### src/slbb_pkg.sv
`timescale 1ns / 1ps

package slbb_pkg;

    // timer and field widths
    localparam int TIMER_BITS = 32;
    localparam int DT_W       = 16;
    localparam int PERIOD_W   = 10;
    localparam int DUTY_W     = 7;
    localparam int BREATH_W   = 14;
    localparam int PWM_W      = 7;
    localparam int CFG_IDX_W  = 4;
    localparam int CFG_DATA_W = 14;

    // derived threshold widths, sized for the largest register values
    localparam int ON_W      = 20;
    localparam int OFF_W     = 21;
    localparam int FULL_W    = 24;
    localparam int PWM_THR_W = 17;
    localparam int CMP_W     = (TIMER_BITS > FULL_W) ? TIMER_BITS : FULL_W;

    // breathing segments
    localparam int SEG_N = 10;
    localparam int SEG_W = 4;

    // unit conversions
    localparam int US_PER_MS     = 1000;
    localparam int US_PER_MS_PCT = 10;
    localparam int SEG_US_PER_MS = 100;
    localparam int MIN_ON_DUTY   = 5;

    // register indexes
    localparam logic [CFG_IDX_W-1:0] CFG_INIT_PERIOD = CFG_IDX_W'(0);
    localparam logic [CFG_IDX_W-1:0] CFG_INIT_DUTY   = CFG_IDX_W'(1);
    localparam logic [CFG_IDX_W-1:0] CFG_BREATH      = CFG_IDX_W'(2);
    localparam logic [CFG_IDX_W-1:0] CFG_PWM         = CFG_IDX_W'(3);

    // register reset values
    localparam logic [PERIOD_W-1:0] RST_INIT_PERIOD = PERIOD_W'(200);
    localparam logic [DUTY_W-1:0]   RST_INIT_DUTY   = DUTY_W'(50);
    localparam logic [BREATH_W-1:0] RST_BREATH      = BREATH_W'(600);
    localparam logic [PWM_W-1:0]    RST_PWM         = PWM_W'(25);

    // operating mode, one-hot
    typedef enum logic [2:0] {
        MODE_INIT   = 3'b001,
        MODE_NORMAL = 3'b010,
        MODE_LOST   = 3'b100
    } t_mode;

    // mode codes as shown on the result
    localparam logic [1:0] MODE_CODE_INIT   = 2'd0;
    localparam logic [1:0] MODE_CODE_NORMAL = 2'd1;
    localparam logic [1:0] MODE_CODE_LOST   = 2'd2;

    // led colours: bit0 red, bit1 green, bit2 blue
    typedef logic [2:0] t_led;
    localparam t_led LED_OFF    = 3'b000;
    localparam t_led LED_WHITE  = 3'b111;
    localparam t_led LED_BLUE   = 3'b100;
    localparam t_led LED_YELLOW = 3'b011;

    typedef struct packed {
        logic [DT_W-1:0] dt_us;
        logic            imu_ready;
        logic            rc_fresh;
    } t_item;

    typedef struct packed {
        logic [1:0] mode;
        logic       red;
        logic       green;
        logic       blue;
        logic       link_valid;
        logic       start_tune;
    } t_res;

    // precomputed thresholds in microseconds
    typedef struct packed {
        logic [ON_W-1:0]                       blink_on;
        logic [OFF_W-1:0]                      blink_off;
        logic                                  blink_duty_ok;
        logic [FULL_W-1:0]                     breath_full;
        logic [SEG_N-2:0][FULL_W-1:0]          seg_thr;
        logic [PWM_THR_W-1:0]                  pwm_on;
        logic [SEG_N-1:0][PWM_THR_W-1:0]       pwm_off;
    } t_thr;

    function automatic logic [1:0] mode_code(t_mode m);
        logic [1:0] c;
        case (m)
            MODE_INIT:   c = MODE_CODE_INIT;
            MODE_NORMAL: c = MODE_CODE_NORMAL;
            MODE_LOST:   c = MODE_CODE_LOST;
            default:     c = MODE_CODE_INIT;
        endcase
        return c;
    endfunction

    // breathing duty per segment, percent
    function automatic logic [DUTY_W-1:0] duty_pct(logic [SEG_W-1:0] seg);
        logic [DUTY_W-1:0] d;
        case (seg)
            4'd0:    d = 7'd0;
            4'd1:    d = 7'd20;
            4'd2:    d = 7'd40;
            4'd3:    d = 7'd60;
            4'd4:    d = 7'd80;
            4'd5:    d = 7'd100;
            4'd6:    d = 7'd90;
            4'd7:    d = 7'd60;
            4'd8:    d = 7'd40;
            default: d = 7'd0;
        endcase
        return d;
    endfunction

    // saturating timer add
    function automatic logic [TIMER_BITS-1:0] sat_add(logic [TIMER_BITS-1:0] t,
                                                      logic [DT_W-1:0] dt);
        logic [TIMER_BITS:0] s;
        s = {1'b0, t} + (TIMER_BITS + 1)'(dt);
        return s[TIMER_BITS] ? {TIMER_BITS{1'b1}} : s[TIMER_BITS-1:0];
    endfunction

endpackage

### src/slbb_in_if.sv
`timescale 1ns / 1ps

interface slbb_in_if;
    logic                        valid;
    logic                        ready;
    logic [slbb_pkg::DT_W-1:0]   dt_us;
    logic                        imu_ready;
    logic                        rc_fresh;

    modport source (output valid, output dt_us, output imu_ready, output rc_fresh,
                    input ready);
    modport sink   (input valid, input dt_us, input imu_ready, input rc_fresh,
                    output ready);
endinterface

### src/slbb_out_if.sv
`timescale 1ns / 1ps

interface slbb_out_if;
    logic       valid;
    logic       ready;
    logic [1:0] mode;
    logic       red;
    logic       green;
    logic       blue;
    logic       link_valid;
    logic       start_tune;

    modport source (output valid, output mode, output red, output green, output blue,
                    output link_valid, output start_tune, input ready);
    modport sink   (input valid, input mode, input red, input green, input blue,
                    input link_valid, input start_tune, output ready);
endinterface

### src/slbb_cfg.sv
`timescale 1ns / 1ps

module slbb_cfg (
    input  logic                                i_clk,
    input  logic                                i_rst_n,
    input  logic                                i_cfg_we,
    input  logic [slbb_pkg::CFG_IDX_W-1:0]      i_cfg_idx,
    input  logic [slbb_pkg::CFG_DATA_W-1:0]     i_cfg_data,
    output slbb_pkg::t_thr                      o_thr
);

    logic [slbb_pkg::PERIOD_W-1:0] r_period;
    logic [slbb_pkg::DUTY_W-1:0]   r_duty;
    logic [slbb_pkg::BREATH_W-1:0] r_breath;
    logic [slbb_pkg::PWM_W-1:0]    r_pwm;
    slbb_pkg::t_thr                r_thr;
    slbb_pkg::t_thr                n_thr;

    // register writes, out-of-range indexes ignored
    always_ff @(posedge i_clk) begin
        if (!i_rst_n) begin
            r_period <= slbb_pkg::RST_INIT_PERIOD;
            r_duty   <= slbb_pkg::RST_INIT_DUTY;
            r_breath <= slbb_pkg::RST_BREATH;
            r_pwm    <= slbb_pkg::RST_PWM;
        end else if (i_cfg_we) begin
            case (i_cfg_idx)
                slbb_pkg::CFG_INIT_PERIOD: r_period <= i_cfg_data[slbb_pkg::PERIOD_W-1:0];
                slbb_pkg::CFG_INIT_DUTY:   r_duty   <= i_cfg_data[slbb_pkg::DUTY_W-1:0];
                slbb_pkg::CFG_BREATH:      r_breath <= i_cfg_data[slbb_pkg::BREATH_W-1:0];
                slbb_pkg::CFG_PWM:         r_pwm    <= i_cfg_data[slbb_pkg::PWM_W-1:0];
                default: ;
            endcase
        end
    end

    // thresholds in microseconds, recomputed from the registers
    always_comb begin
        n_thr.blink_on  = slbb_pkg::ON_W'(r_period) * slbb_pkg::ON_W'(slbb_pkg::US_PER_MS);
        n_thr.blink_off = slbb_pkg::OFF_W'(r_period) * slbb_pkg::OFF_W'(r_duty)
                        * slbb_pkg::OFF_W'(slbb_pkg::US_PER_MS_PCT);
        n_thr.blink_duty_ok = (r_duty > slbb_pkg::DUTY_W'(slbb_pkg::MIN_ON_DUTY));
        n_thr.breath_full   = slbb_pkg::FULL_W'(r_breath)
                            * slbb_pkg::FULL_W'(slbb_pkg::US_PER_MS);
        for (int k = 0; k < slbb_pkg::SEG_N - 1; k++) begin
            n_thr.seg_thr[k] = slbb_pkg::FULL_W'(r_breath)
                             * slbb_pkg::FULL_W'(slbb_pkg::SEG_US_PER_MS * (k + 1));
        end
        n_thr.pwm_on = slbb_pkg::PWM_THR_W'(r_pwm) * slbb_pkg::PWM_THR_W'(slbb_pkg::US_PER_MS);
        for (int k = 0; k < slbb_pkg::SEG_N; k++) begin
            n_thr.pwm_off[k] = slbb_pkg::PWM_THR_W'(r_pwm)
                             * slbb_pkg::PWM_THR_W'(slbb_pkg::US_PER_MS_PCT)
                             * slbb_pkg::PWM_THR_W'(slbb_pkg::duty_pct(slbb_pkg::SEG_W'(k)));
        end
    end

    always_ff @(posedge i_clk) begin
        r_thr <= n_thr;
    end

    assign o_thr = r_thr;

endmodule

### src/slbb_core.sv
`timescale 1ns / 1ps

module slbb_core (
    input  logic            i_clk,
    input  logic            i_rst_n,
    input  logic            i_fire,
    input  slbb_pkg::t_item i_item,
    input  slbb_pkg::t_thr  i_thr,
    output slbb_pkg::t_res  o_res
);

    slbb_pkg::t_mode                 r_mode;
    slbb_pkg::t_mode                 n_mode;
    logic [slbb_pkg::TIMER_BITS-1:0] r_blink;
    logic [slbb_pkg::TIMER_BITS-1:0] n_blink;
    logic [slbb_pkg::TIMER_BITS-1:0] r_breath;
    logic [slbb_pkg::TIMER_BITS-1:0] n_breath;
    slbb_pkg::t_led                  r_led;
    slbb_pkg::t_led                  n_led;

    logic [slbb_pkg::SEG_N-2:0]      seg_hit;
    logic [slbb_pkg::SEG_W-1:0]      seg;
    logic [slbb_pkg::CMP_W-1:0]      blink_cmp;
    logic [slbb_pkg::CMP_W-1:0]      breath_cmp;
    logic [slbb_pkg::CMP_W-1:0]      on_thr;
    logic [slbb_pkg::CMP_W-1:0]      off_thr;
    logic                            duty_ok;
    logic                            run_blink;
    slbb_pkg::t_led                  color;
    logic                            tune;

    assign blink_cmp  = slbb_pkg::CMP_W'(r_blink);
    assign breath_cmp = slbb_pkg::CMP_W'(r_breath);

    // mode transitions in fixed order
    always_comb begin
        n_mode = r_mode;
        if (n_mode == slbb_pkg::MODE_INIT && i_item.imu_ready) n_mode = slbb_pkg::MODE_NORMAL;
        if (n_mode == slbb_pkg::MODE_NORMAL && !i_item.rc_fresh) n_mode = slbb_pkg::MODE_LOST;
        if (n_mode == slbb_pkg::MODE_LOST && i_item.rc_fresh) n_mode = slbb_pkg::MODE_NORMAL;
    end

    // breathing segment from parallel compares against the boundaries
    always_comb begin
        for (int k = 0; k < slbb_pkg::SEG_N - 1; k++) begin
            seg_hit[k] = (breath_cmp >= slbb_pkg::CMP_W'(i_thr.seg_thr[k]));
        end
        seg = slbb_pkg::SEG_W'($countones(seg_hit));
    end

    // blink source selection
    always_comb begin
        if (n_mode == slbb_pkg::MODE_INIT) begin
            color     = slbb_pkg::LED_WHITE;
            on_thr    = slbb_pkg::CMP_W'(i_thr.blink_on);
            off_thr   = slbb_pkg::CMP_W'(i_thr.blink_off);
            duty_ok   = i_thr.blink_duty_ok;
            run_blink = 1'b1;
        end else begin
            color     = (n_mode == slbb_pkg::MODE_NORMAL) ? slbb_pkg::LED_BLUE
                                                          : slbb_pkg::LED_YELLOW;
            on_thr    = slbb_pkg::CMP_W'(i_thr.pwm_on);
            off_thr   = slbb_pkg::CMP_W'(i_thr.pwm_off[seg]);
            duty_ok   = (slbb_pkg::duty_pct(seg) > slbb_pkg::DUTY_W'(slbb_pkg::MIN_ON_DUTY));
            run_blink = (breath_cmp < slbb_pkg::CMP_W'(i_thr.breath_full));
        end
    end

    // blink, breath and led update for one tick
    always_comb begin
        n_led    = r_led;
        n_blink  = r_blink;
        n_breath = r_breath;
        if (run_blink) begin
            if (blink_cmp >= off_thr) n_led = slbb_pkg::LED_OFF;
            if (blink_cmp >= on_thr && duty_ok) begin
                n_led   = color;
                n_blink = '0;
            end
            n_blink = slbb_pkg::sat_add(n_blink, i_item.dt_us);
        end
        if (n_mode != slbb_pkg::MODE_INIT) begin
            if (!run_blink) n_breath = '0;
            n_breath = slbb_pkg::sat_add(n_breath, i_item.dt_us);
        end
        if (n_mode != r_mode) n_led = slbb_pkg::LED_OFF;
    end

    assign tune = (r_mode != slbb_pkg::MODE_NORMAL) && (n_mode == slbb_pkg::MODE_NORMAL);

    // state advances once per request
    always_ff @(posedge i_clk) begin
        if (!i_rst_n) begin
            r_mode   <= slbb_pkg::MODE_INIT;
            r_blink  <= '0;
            r_breath <= '0;
            r_led    <= slbb_pkg::LED_OFF;
        end else if (i_fire) begin
            r_mode   <= n_mode;
            r_blink  <= n_blink;
            r_breath <= n_breath;
            r_led    <= n_led;
        end
    end

    assign o_res.mode       = slbb_pkg::mode_code(n_mode);
    assign o_res.red        = n_led[0];
    assign o_res.green      = n_led[1];
    assign o_res.blue       = n_led[2];
    assign o_res.link_valid = i_item.rc_fresh;
    assign o_res.start_tune = tune;

endmodule

### src/status_led_blink_breath_sequencer_unit.sv
`timescale 1ns / 1ps

// Status LED blink / breath sequencer.
// i_in carries one tick per request: elapsed microseconds, the sensor-ready
// flag and the remote-link-fresh flag. o_out returns exactly one result per
// tick: mode code, red/green/blue channels, link flag and a start-tune pulse.
// Configuration is a plain write port (i_cfg_we, i_cfg_idx, i_cfg_data);
// writes must come only while no tick is in flight, indexes above 3 are dropped.
// A tick accepted into the input register passes through the core into the result
// register, which drives o_out (input register, then result register).
// Throughput: one tick per cycle while the receiver takes results; the mode,
// blink and breath update is a single pass of compare logic from the state
// registers back into them. Thresholds in microseconds are recomputed into
// registers after a configuration write.
// Reset (synchronous, active low) restores register defaults, initialising
// mode, cleared timers and the LED off, and empties both pipeline registers.
// When the receiver stalls the result holds, one more tick is taken into the
// input register, and then i_in.ready drops until the result is taken.
module status_led_blink_breath_sequencer_unit (
    input  logic                            i_clk,
    input  logic                            i_rst_n,
    slbb_in_if.sink                         i_in,
    slbb_out_if.source                      o_out,
    input  logic                            i_cfg_we,
    input  logic [slbb_pkg::CFG_IDX_W-1:0]  i_cfg_idx,
    input  logic [slbb_pkg::CFG_DATA_W-1:0] i_cfg_data
);

    slbb_pkg::t_thr  thr;
    slbb_pkg::t_item r_item;
    logic            r_in_vld;
    slbb_pkg::t_res  res;
    slbb_pkg::t_res  r_res;
    logic            r_out_vld;
    logic            fire;

    slbb_cfg u_cfg (
        .i_clk      (i_clk),
        .i_rst_n    (i_rst_n),
        .i_cfg_we   (i_cfg_we),
        .i_cfg_idx  (i_cfg_idx),
        .i_cfg_data (i_cfg_data),
        .o_thr      (thr)
    );

    // stage advances when the result register is free or being emptied
    assign fire       = r_in_vld && (!r_out_vld || o_out.ready);
    assign i_in.ready = i_rst_n && (!r_in_vld || fire);

    // input register
    always_ff @(posedge i_clk) begin
        if (!i_rst_n) begin
            r_in_vld <= 1'b0;
        end else if (i_in.ready) begin
            r_in_vld <= i_in.valid;
        end
    end

    always_ff @(posedge i_clk) begin
        if (i_in.valid && i_in.ready) begin
            r_item.dt_us     <= i_in.dt_us;
            r_item.imu_ready <= i_in.imu_ready;
            r_item.rc_fresh  <= i_in.rc_fresh;
        end
    end

    slbb_core u_core (
        .i_clk   (i_clk),
        .i_rst_n (i_rst_n),
        .i_fire  (fire),
        .i_item  (r_item),
        .i_thr   (thr),
        .o_res   (res)
    );

    // result register
    always_ff @(posedge i_clk) begin
        if (!i_rst_n) begin
            r_out_vld <= 1'b0;
        end else if (fire) begin
            r_out_vld <= 1'b1;
        end else if (o_out.ready) begin
            r_out_vld <= 1'b0;
        end
    end

    always_ff @(posedge i_clk) begin
        if (fire) begin
            r_res <= res;
        end
    end

    assign o_out.valid      = r_out_vld;
    assign o_out.mode       = r_res.mode;
    assign o_out.red        = r_res.red;
    assign o_out.green      = r_res.green;
    assign o_out.blue       = r_res.blue;
    assign o_out.link_valid = r_res.link_valid;
    assign o_out.start_tune = r_res.start_tune;

endmodule

### src/flat_wrapper.sv
// flat-port wrapper written by rule: the top's interface ports become plain ports
module status_led_blink_breath_sequencer_unit_flat 
  (i_clk, i_rst_n, i_cfg_we, i_cfg_idx, i_cfg_data, i_in_valid, i_in_dt_us, i_in_imu_ready, i_in_rc_fresh, i_in_ready, o_out_valid, o_out_mode, o_out_red, o_out_green, o_out_blue, o_out_link_valid, o_out_start_tune, o_out_ready);
  slbb_in_if i_in_i ();
  slbb_out_if o_out_i ();
  input  logic i_clk;
  input  logic i_rst_n;
  input  logic i_cfg_we;
  input  logic [slbb_pkg::CFG_IDX_W-1:0] i_cfg_idx;
  input  logic [slbb_pkg::CFG_DATA_W-1:0] i_cfg_data;
  input wire logic [$bits(i_in_i.valid)-1:0] i_in_valid;
  input wire logic [$bits(i_in_i.dt_us)-1:0] i_in_dt_us;
  input wire logic [$bits(i_in_i.imu_ready)-1:0] i_in_imu_ready;
  input wire logic [$bits(i_in_i.rc_fresh)-1:0] i_in_rc_fresh;
  output wire logic [$bits(i_in_i.ready)-1:0] i_in_ready;
  output wire logic [$bits(o_out_i.valid)-1:0] o_out_valid;
  output wire logic [$bits(o_out_i.mode)-1:0] o_out_mode;
  output wire logic [$bits(o_out_i.red)-1:0] o_out_red;
  output wire logic [$bits(o_out_i.green)-1:0] o_out_green;
  output wire logic [$bits(o_out_i.blue)-1:0] o_out_blue;
  output wire logic [$bits(o_out_i.link_valid)-1:0] o_out_link_valid;
  output wire logic [$bits(o_out_i.start_tune)-1:0] o_out_start_tune;
  input wire logic [$bits(o_out_i.ready)-1:0] o_out_ready;
  assign i_in_i.valid = i_in_valid;
  assign i_in_i.dt_us = i_in_dt_us;
  assign i_in_i.imu_ready = i_in_imu_ready;
  assign i_in_i.rc_fresh = i_in_rc_fresh;
  assign i_in_ready = i_in_i.ready;
  assign o_out_valid = o_out_i.valid;
  assign o_out_mode = o_out_i.mode;
  assign o_out_red = o_out_i.red;
  assign o_out_green = o_out_i.green;
  assign o_out_blue = o_out_i.blue;
  assign o_out_link_valid = o_out_i.link_valid;
  assign o_out_start_tune = o_out_i.start_tune;
  assign o_out_i.ready = o_out_ready;
  status_led_blink_breath_sequencer_unit u_core (.i_clk(i_clk), .i_rst_n(i_rst_n), .i_in(i_in_i), .o_out(o_out_i), .i_cfg_we(i_cfg_we), .i_cfg_idx(i_cfg_idx), .i_cfg_data(i_cfg_data));
endmodule
### config.mk
export PLATFORM = sky130hd
export DESIGN_NAME = status_led_blink_breath_sequencer_unit_flat
export DESIGN_NICKNAME = d
export VERILOG_FILES = /design/src/slbb_pkg.sv /design/src/slbb_in_if.sv /design/src/slbb_out_if.sv /design/src/slbb_cfg.sv /design/src/slbb_core.sv /design/src/status_led_blink_breath_sequencer_unit.sv /design/src/flat_wrapper.sv
export SDC_FILE = /design/constraint.sdc
export NUM_CORES = 2
export LEC_CHECK = 0
export ABC_AREA = 1
export BUFFER_PORTS_ARGS = -buffer_cell sky130_fd_sc_hd__buf_4
export CORE_ASPECT_RATIO = 1.5
export CORE_MARGIN = 1
export CORE_UTILIZATION = 50
export DETAILED_ROUTE_END_ITERATION = 7
export GPL_TIMING_DRIVEN = 0
export HOLD_SLACK_MARGIN = 0.1
export PLACE_DENSITY = 0.68
export SYNTH_ARGS = -nofsm -noshare
export SYNTH_HDL_FRONTEND = slang
export SYNTH_HIERARCHICAL = 1
export SYNTH_SLANG_ARGS = --single-unit
### constraint.sdc
create_clock -name i_clk -period 8.8 [get_ports i_clk]
set_input_delay 0.44 -clock i_clk [delete_from_list [all_inputs] [get_ports i_clk]]
set_output_delay 0.44 -clock i_clk [all_outputs]
set_load 0.02 [all_outputs]
Word-level counts from Yosys, hierarchy flattened
Memories as Yosys holds them, arrays and structs flattened.
Cells that the tools add are included.
{ "classes": {"muxes": 25, "n_addsub": 10, "n_lt_le_gt_ge": 15, "eq_ne": 12, "n_mul": 21, "reduce_logical": 21} }
{ "ops": {"columns": ["cell", "count"], "rows": [
  ["32-bit 2-to-1 mux", 6],
  ["32-bit by 24-bit greater-or-equal comparator with 1-bit output", 4],
  ["32-bit by 23-bit greater-or-equal comparator with 1-bit output", 3],
  ["14-bit by 7-bit multiplier with 21-bit output, second input constant", 4],
  ["14-bit by 5-bit multiplier with 19-bit output, second input constant", 4],
  ["17-bit binary-select mux with 4-bit select", 1],
  ["32-bit by 16-bit adder with 33-bit output", 2],
  ["32-bit greater-or-equal comparator", 2],
  ["14-bit by 8-bit multiplier with 22-bit output, second input constant", 2],
  ["32-bit by 21-bit greater-or-equal comparator with 1-bit output", 1],
  ["32-bit by 22-bit greater-or-equal comparator with 1-bit output", 1],
  ["32-bit by 24-bit less-than comparator with 1-bit output", 1],
  ["3-bit 2-to-1 mux", 9],
  ["10-bit by 3-bit multiplier with 13-bit output, second input constant", 2],
  ["21-bit 2-to-1 mux", 1],
  ["17-bit by 3-bit multiplier with 20-bit output, second input constant", 1],
  ["20-bit 2-to-1 mux", 1],
  ["10-bit by 7-bit multiplier with 17-bit output", 1],
  ["10-bit by 7-bit multiplier with 17-bit output, second input constant", 1],
  ["17-bit 2-to-1 mux", 1],
  ["10-bit by 6-bit multiplier with 15-bit output, second input constant", 1],
  ["7-bit by 3-bit greater-than comparator with 1-bit output, second input constant", 2],
  ["10-bit by 4-bit multiplier with 14-bit output, second input constant", 1],
  ["10-bit by 5-bit multiplier with 14-bit output, second input constant", 1],
  ["other kinds (25)", 51]
]} }
{ "totals": {"ff_bits": 473, "word_cells": 144, "mem_count": 1, "mem_bits_ro": 96, "input_bits": 41} }
{ "memory_table": {"columns": ["memory", "words", "word_bits", "rd", "rd_ports_with_merged_regs", "write_ports", "line_no", "source"], "rows": [
  ["(name not given)", 16, 6, 1, 0, 0, "slbb_pkg.sv:103", "case (seg)"]
]} }

Longest topological paths before layout
{ "logic_depth": {"ltp_word": 18, "ltp_mapped": 51, "ltp_nobuf": 48} }

By module
The synthesis kept the hierarchy.
{ "by_module_without_submodules": {"columns": ["mod", "instances", "cells_each", "seq_area_each_um2", "area_each_um2"], "rows": [
  ["slbb_cfg", 1, 3163, 4684.5, 26191.4],
  ["slbb_core", 1, 2192, 1401.3, 13995.9],
  ["status_led_blink_breath_sequencer_unit", 1, 39, 790.8, 849.6]
]} }

Worst setup path before layout
Ideal clock, no wire load.
{ "synth_timing": {"kind": "register -> register", "from": "reg u_core.u_cfg.r_thr, in the netlist u_core/u_cfg/o_thr[381]", "to": "reg u_core.u_core.r_blink, in the netlist u_core/u_core/blink_cmp[23]", "path_stages_with_launch": 48, "arrival_time_ns": 7.549, "period_less_slack_ns": 7.670, "slack_ns": 1.130, "setup_ns": 0.122, "path_cell_list": "dfxtp_1 > buf_4 > inv_1 > ha_1 > a21oi_1 > o21ai_0 > nand2_1 > nand4_1 > a21oi_1 > o21ai_0 > nand4_1 > nand2_1 > nand2_1 > nand3_1 > nand2_1 > nand2_1 > fa_1 > inv_1 > [... 12 more ...] > buf_2 > buf_2 > nor2_1 > ha_1 > fa_1 > nand3_1 > nand2_1 > a31oi_1 > o21ai_1 > nand3_1 > nand2_1 > inv_1 > nor2_2 > nand3_2 > nor2_2 > nor2_4 > buf_6 > a21oi_2"} }
{ "synth_via": {"elab_chain_cells": 11} }
{ "synth_rtl": {"columns": ["element", "line_no", "source"], "rows": [
  ["start, declared", "slbb_cfg.sv:16", "slbb_pkg::t_thr r_thr;"],
  ["start signal, assigned", "slbb_cfg.sv:58", "r_thr <= n_thr;"],
  ["32-bit by 24-bit greater-or-equal comparator with 1-bit output", "slbb_core.sv:46", "seg_hit[k] = (breath_cmp >= slbb_pkg::CMP_W'(i_thr.seg_thr[k]));"],
  ["4-bit by 1-bit adder with 4-bit output (not written as such)", "slbb_core.sv:48", "seg = slbb_pkg::SEG_W'($countones(seg_hit));"],
  ["memory read 16 x 6 bit", null, null],
  ["7-bit 2-to-1 mux", "slbb_core.sv:53", "if (n_mode == slbb_pkg::MODE_INIT) begin"],
  ["7-bit by 3-bit greater-than comparator with 1-bit output", "slbb_core.sv:64", "duty_ok = (slbb_pkg::duty_pct(seg) > slbb_pkg::DUTY_W'(slbb_pkg::MIN_ON_DUTY));"],
  ["1-bit 2-to-1 mux", "slbb_core.sv:53", null],
  ["1-bit logical AND", "slbb_core.sv:76", "if (blink_cmp >= on_thr && duty_ok) begin"],
  ["32-bit 2-to-1 mux", "slbb_core.sv:76", null],
  ["32-bit 2-to-1 mux", "slbb_core.sv:74", "if (run_blink) begin"],
  ["32-bit by 16-bit adder with 33-bit output", "slbb_pkg.sv:122", "s = {1'b0, t} + (TIMER_BITS + 1)'(dt);"],
  ["32-bit 2-to-1 mux", "slbb_pkg.sv:123", "return s[TIMER_BITS] ? {TIMER_BITS{1'b1}} : s[TIMER_BITS-1:0];"],
  ["end signal, assigned", "slbb_core.sv:100", "r_blink <= n_blink;"],
  ["end, declared", "slbb_core.sv:14", "logic [slbb_pkg::TIMER_BITS-1:0] r_blink;"]
]} }
Every way passes these cells. The select of a mux whose other input is x is not followed.
A chain may end at the register's enable or synchronous reset.

Worst setup path after layout
{ "layout_timing": {"from": "reg u_core.u_core.r_breath, in the netlist u_core/u_core/breath_cmp[14]", "to": "reg u_core.u_core.r_blink, in the netlist u_core/u_core/blink_cmp[26]"} }
{ "layout_via": {"elab_chain_cells": 14, "word_cells_on_any_way": 29, "classes_between": "add/sub: 9; order compare: 11; mux: 6; reduce/logical: 2; memory: 1"} }
{ "layout_rtl": {"columns": ["element", "line_no", "source"], "rows": [
  ["start, declared", "slbb_core.sv:16", "logic [slbb_pkg::TIMER_BITS-1:0] r_breath;"],
  ["start signal, assigned", "slbb_core.sv:101", "r_breath <= n_breath;"],
  ["32-bit by 21-bit greater-or-equal comparator with 1-bit output (tied with other cells)", "slbb_core.sv:46", null],
  ["1-bit by 1-bit adder with 2-bit output (not written as such)", "slbb_core.sv:48", null],
  ["2-bit by 2-bit adder with 3-bit output (not written as such)", "slbb_core.sv:48", null],
  ["3-bit by 3-bit adder with 4-bit output (not written as such)", "slbb_core.sv:48", null],
  ["4-bit by 1-bit adder with 4-bit output (not written as such)", "slbb_core.sv:48", null],
  ["memory read 16 x 6 bit", null, null],
  ["7-bit 2-to-1 mux", "slbb_core.sv:53", null],
  ["7-bit by 3-bit greater-than comparator with 1-bit output", "slbb_core.sv:64", null],
  ["1-bit 2-to-1 mux", "slbb_core.sv:53", null],
  ["1-bit logical AND", "slbb_core.sv:76", null],
  ["32-bit 2-to-1 mux", "slbb_core.sv:76", null],
  ["32-bit 2-to-1 mux", "slbb_core.sv:74", null],
  ["32-bit by 16-bit adder with 33-bit output", "slbb_pkg.sv:122", null],
  ["32-bit 2-to-1 mux", "slbb_pkg.sv:123", null]
]} }
Several ways; a longest one is shown, not always the timed one. The select of a mux whose other input is x is not followed.

==> key figures <==
Detailed routing
  • Drt drc: 0
  • Via density: 5.17
  • Antenna-violating nets left: 0
  • Wirelength, routed: 112000 um
  • Initial DRC count: 1596
  • Via Count: approximately 35k
  • Drt first pass iters: 5
  • Wire length per cell: 16.8 um

Timing
  • Min Hold Slack: 0.121 ns
  • Max-slew headroom: 0.208
  • RSZ-0062 raised after global routing: no
  • Shortest period the worst path allows: 8.33 ns
  • Setup TNS: 0 ns
  • Slew @ Worst Pin: 1.19 ns
  • Endpoints failing setup: 0
  • Final Hold Fails: 0
  • Period utilisation layout: 0.946
  • Slew Limit Fails: 0
  • Maximum clock rate: 120 MHz
  • Worst Skew: 0.0274 ns

Place
  • Dpl cells: 6588
  • Placed Area: around 0.043 sq mm
  • Port Buf Inserts: 49
  • Post-DP HPWL: 93000 um
  • GP Congestion: a little under 1

Finish
  • Final net count: 6668
  • Finished Layout Cells: 6685
  • Area Growth Syn to Fin: 9.35%
  • Storage element area: a little under 0.007 sq mm
  • Final instance area: roughly 0.045 sq mm
  • Area of the multi-input gates: 0.0284 sq mm
  • Fraction of layout cells with a size suffix above 1: 0.0927
  • FILL cells: between 7k and 8k

Power
  • Max IR drop VDD: between 0.3 and 0.4 mV
  • Power density cells: 247 mW/mm^2
  • Leak: between 20 and 25 nW

GRT
  • Largest net degree at the start of global routing: 16
  • Vias in the first global route: 35.3k
  • Initial antenna violation count: 1
  • First-pass GRT wire length: approximately 180000 um
  • GRT Total Usage: 0.275
  • Total congestion overflow: 0

Die
  • Die area: 0.0832 sq mm
  • Row cnt: roughly 130
  • Die X: 236 um
  • Core area: 0.0812 sq mm
  • Die H: 353 um
  • Initial core utilization: 0.505
  • I/O pins: 50

Synth
  • Top post-synthesis cells by count: inv_1 (1002), nand2_1 (937), ha_1 (753)
  • Sequential area share after synthesis: 0.168
  • Most frequent cell after synthesis: inv_1
  • Cells after Synth: between 5k and 6k
  • Synth Register Bits: 331
  • Top-area cell type share of the netlist area: 0.230
  • Synth top area cells: ha_1 (23%), dfxtp_1 (15%), fa_1 (13%), inv_1 (9.2%), nand2_1 (8.6%)
  • Mean Syn Cell Area: 7.61 sq um
  • Synth Flop Type: dfxtp_1
  • Ys async rst share: 0
  • Cell Area, Synth: 0.0410 sq mm
  • Synth warn: 6
  • Yosys top cell by area: ha_1
  • Count of cell types in the netlist: a little over 60
  • Post-synth EDFFs: 25

Setup path
  • Critical Path Sink Type: flip-flop
  • Startpoint Class: flip-flop
  • Setup CP Type: reg2reg
  • Most used cell, CP: nand2_1
  • Crit path buf inv count: 6
  • Crit path max fanout: 15
  • CP top delay family: adder cells
  • Worst path slowest cell: dfxtp_1
  • CP required: 9.28 ns
  • CP Data Arrival Time: 8.81 ns
  • Crit path largest cell delay: 0.92 ns

CTS
  • Clk root buf: clkbuf_16
  • Num CTS Buffers: 38
  • CTS Buffer Depth: 3
  • Clock H-tree levels: 2
  • Clock-pin slew on the worst setup and hold paths: approximately 0.060 ns
  • Worst skew pair latency: between 0.6 and 0.7 ns
  • TritonCTS clock tree: yes
  • CTS sink count: 331

Run status
  • Status: completed

Flow run
  • Max_cap viols: 0

Hold path
  • Hold Crit Class: in2reg
layer usage:
layer	vias to the layer above	share of wire	global-route usage	wire (um)
met2	674	0.52	0.529	58900
met3	359	0.028	0.0250	3110
met4	0	0.086	0.209	9640
li1	17489	-	-	-
met1	16064	0.36	0.268	40600
met5	-	0	0	0
sequential cells by signal, summed over array words and instances (netlist names):
signal,flops
u_core/u_cfg/r_period,10
u_core/o_out.start_tune,1
u_core/u_core/r_mode,3
u_core/o_out.link_valid,1
u_core/o_out.green,1
u_core/o_out.mode,2
u_core/u_cfg/o_thr,196
u_core/u_cfg/r_breath,14
u_core/o_out.red,1
u_core/u_cfg/r_duty,7
u_core/u_core/blink_cmp,32
u_core/r_item,18
u_core/u_core/breath_cmp,32
u_core/u_core/r_led,3
u_core/r_in_vld,1
u_core/o_out.blue,1
u_core/u_cfg/r_pwm,7
u_core/o_out.valid,1
timing repair:
item                       4_1_cts  5_1_grt
buffers inserted                 0        6
setup endpoints to repair       36       38
hold buffers                    23        0
hold endpoints to repair        24        0
pin swaps                        0        3
gates resized for setup         17       25
worst reg2reg max path, delay by kind of cell (launching register included):
family	cells	cell delay, ns
adders and majority gates	8	3.71
AOI/OAI and AO/OA	8	1.13
and+or+nand+nor	15	1.53
DFF	1	0.92
buffers and inverters	6	0.91
cells by family (layout without fill, tap and decap cells):
| logic type | after synthesis | after routing | share of synthesized area |
|---|---|---|---|
| AND/OR/NAND/NOR | 1720 | 1720 | 0.177 |
| buffers and inverters | 1373 | 1519 | 0.152 |
| adder cells (fa/ha/maj) | 1012 | 1012 | 0.356 |
| AO/OA/AOI/OAI | 772 | 772 | 0.107 |
| flip-flops | 331 | 331 | 0.168 |
| XOR/XNOR | 168 | 168 | 0.0359 |
| multiplexers | 17 | 17 | 0.00415 |
| other | 1 | 106 | 0.0000914 |
where the power goes:
group / internal (mW) / switching [mW] / leakage [nW]
clock: 1.06 / 0.731 / 0.676
combinational: 2.57 / 4.60 / 21.5
sequential: 1.84 / 0.264 / 2.76
total: 5.46 / 5.60 / 25.0
per-stage QoR:
step	power (mW)	utilization	setup slack (ns)
final	11.1	0.553	0.471
after global routing	11.9	0.553	0.0312
after CTS	10.9	0.551	0.0793
after detailed placement	9.10	0.531	-0.711
after global placement	8.98	0.531	-0.609
after floorplan	6.98	-	1.13
path summary, 6_finish.rpt:
check	from	to	slack (ns)	cells after the start
worst min-delay path	i_cfg_data[4]	u_core/u_cfg/r_breath[4]	0.12	3
worst min register to register	u_core/u_core/breath_cmp[25]	u_core/u_core/breath_cmp[25]	0.44	2
worst max-delay path	u_core/u_core/breath_cmp[14]	u_core/u_core/blink_cmp[26]	0.47	37
worst max register to register	u_core/u_core/breath_cmp[14]	u_core/u_core/blink_cmp[26]	0.47	37
layout by cell type (no fill, tap or decap), drive strengths merged, types with 26 or more instances in the layout:
master | synthesis | layout
clkbuf | 55 | 100
conb | 1 | 105
ha | 753 | 753
a21o | 26 | 26
nand4 | 60 | 60
nor3 | 40 | 40
nor2 | 351 | 351
nand2 | 954 | 954
nand3 | 274 | 274
o221ai | 29 | 29
o21ai | 243 | 243
inv | 1013 | 1016
dfxtp | 306 | 306
xnor2 | 46 | 46
xor2 | 122 | 122
buf | 303 | 358
a21oi | 369 | 369
fa | 259 | 259
final cells by class:
type,count,area share
Clock inverter,23,0.00789
Clock buffer,46,0.0230
Tap cell,1040,0.0290
Buffer,356,0.0542
Sequential cell,331,0.154
Antenna cell,1,0.0000558
Inverter,1015,0.0850
Multi-Input combinational cell,3794,0.632
Timing Repair Buffer,79,0.0147
Power figures use the tool's default switching activity.
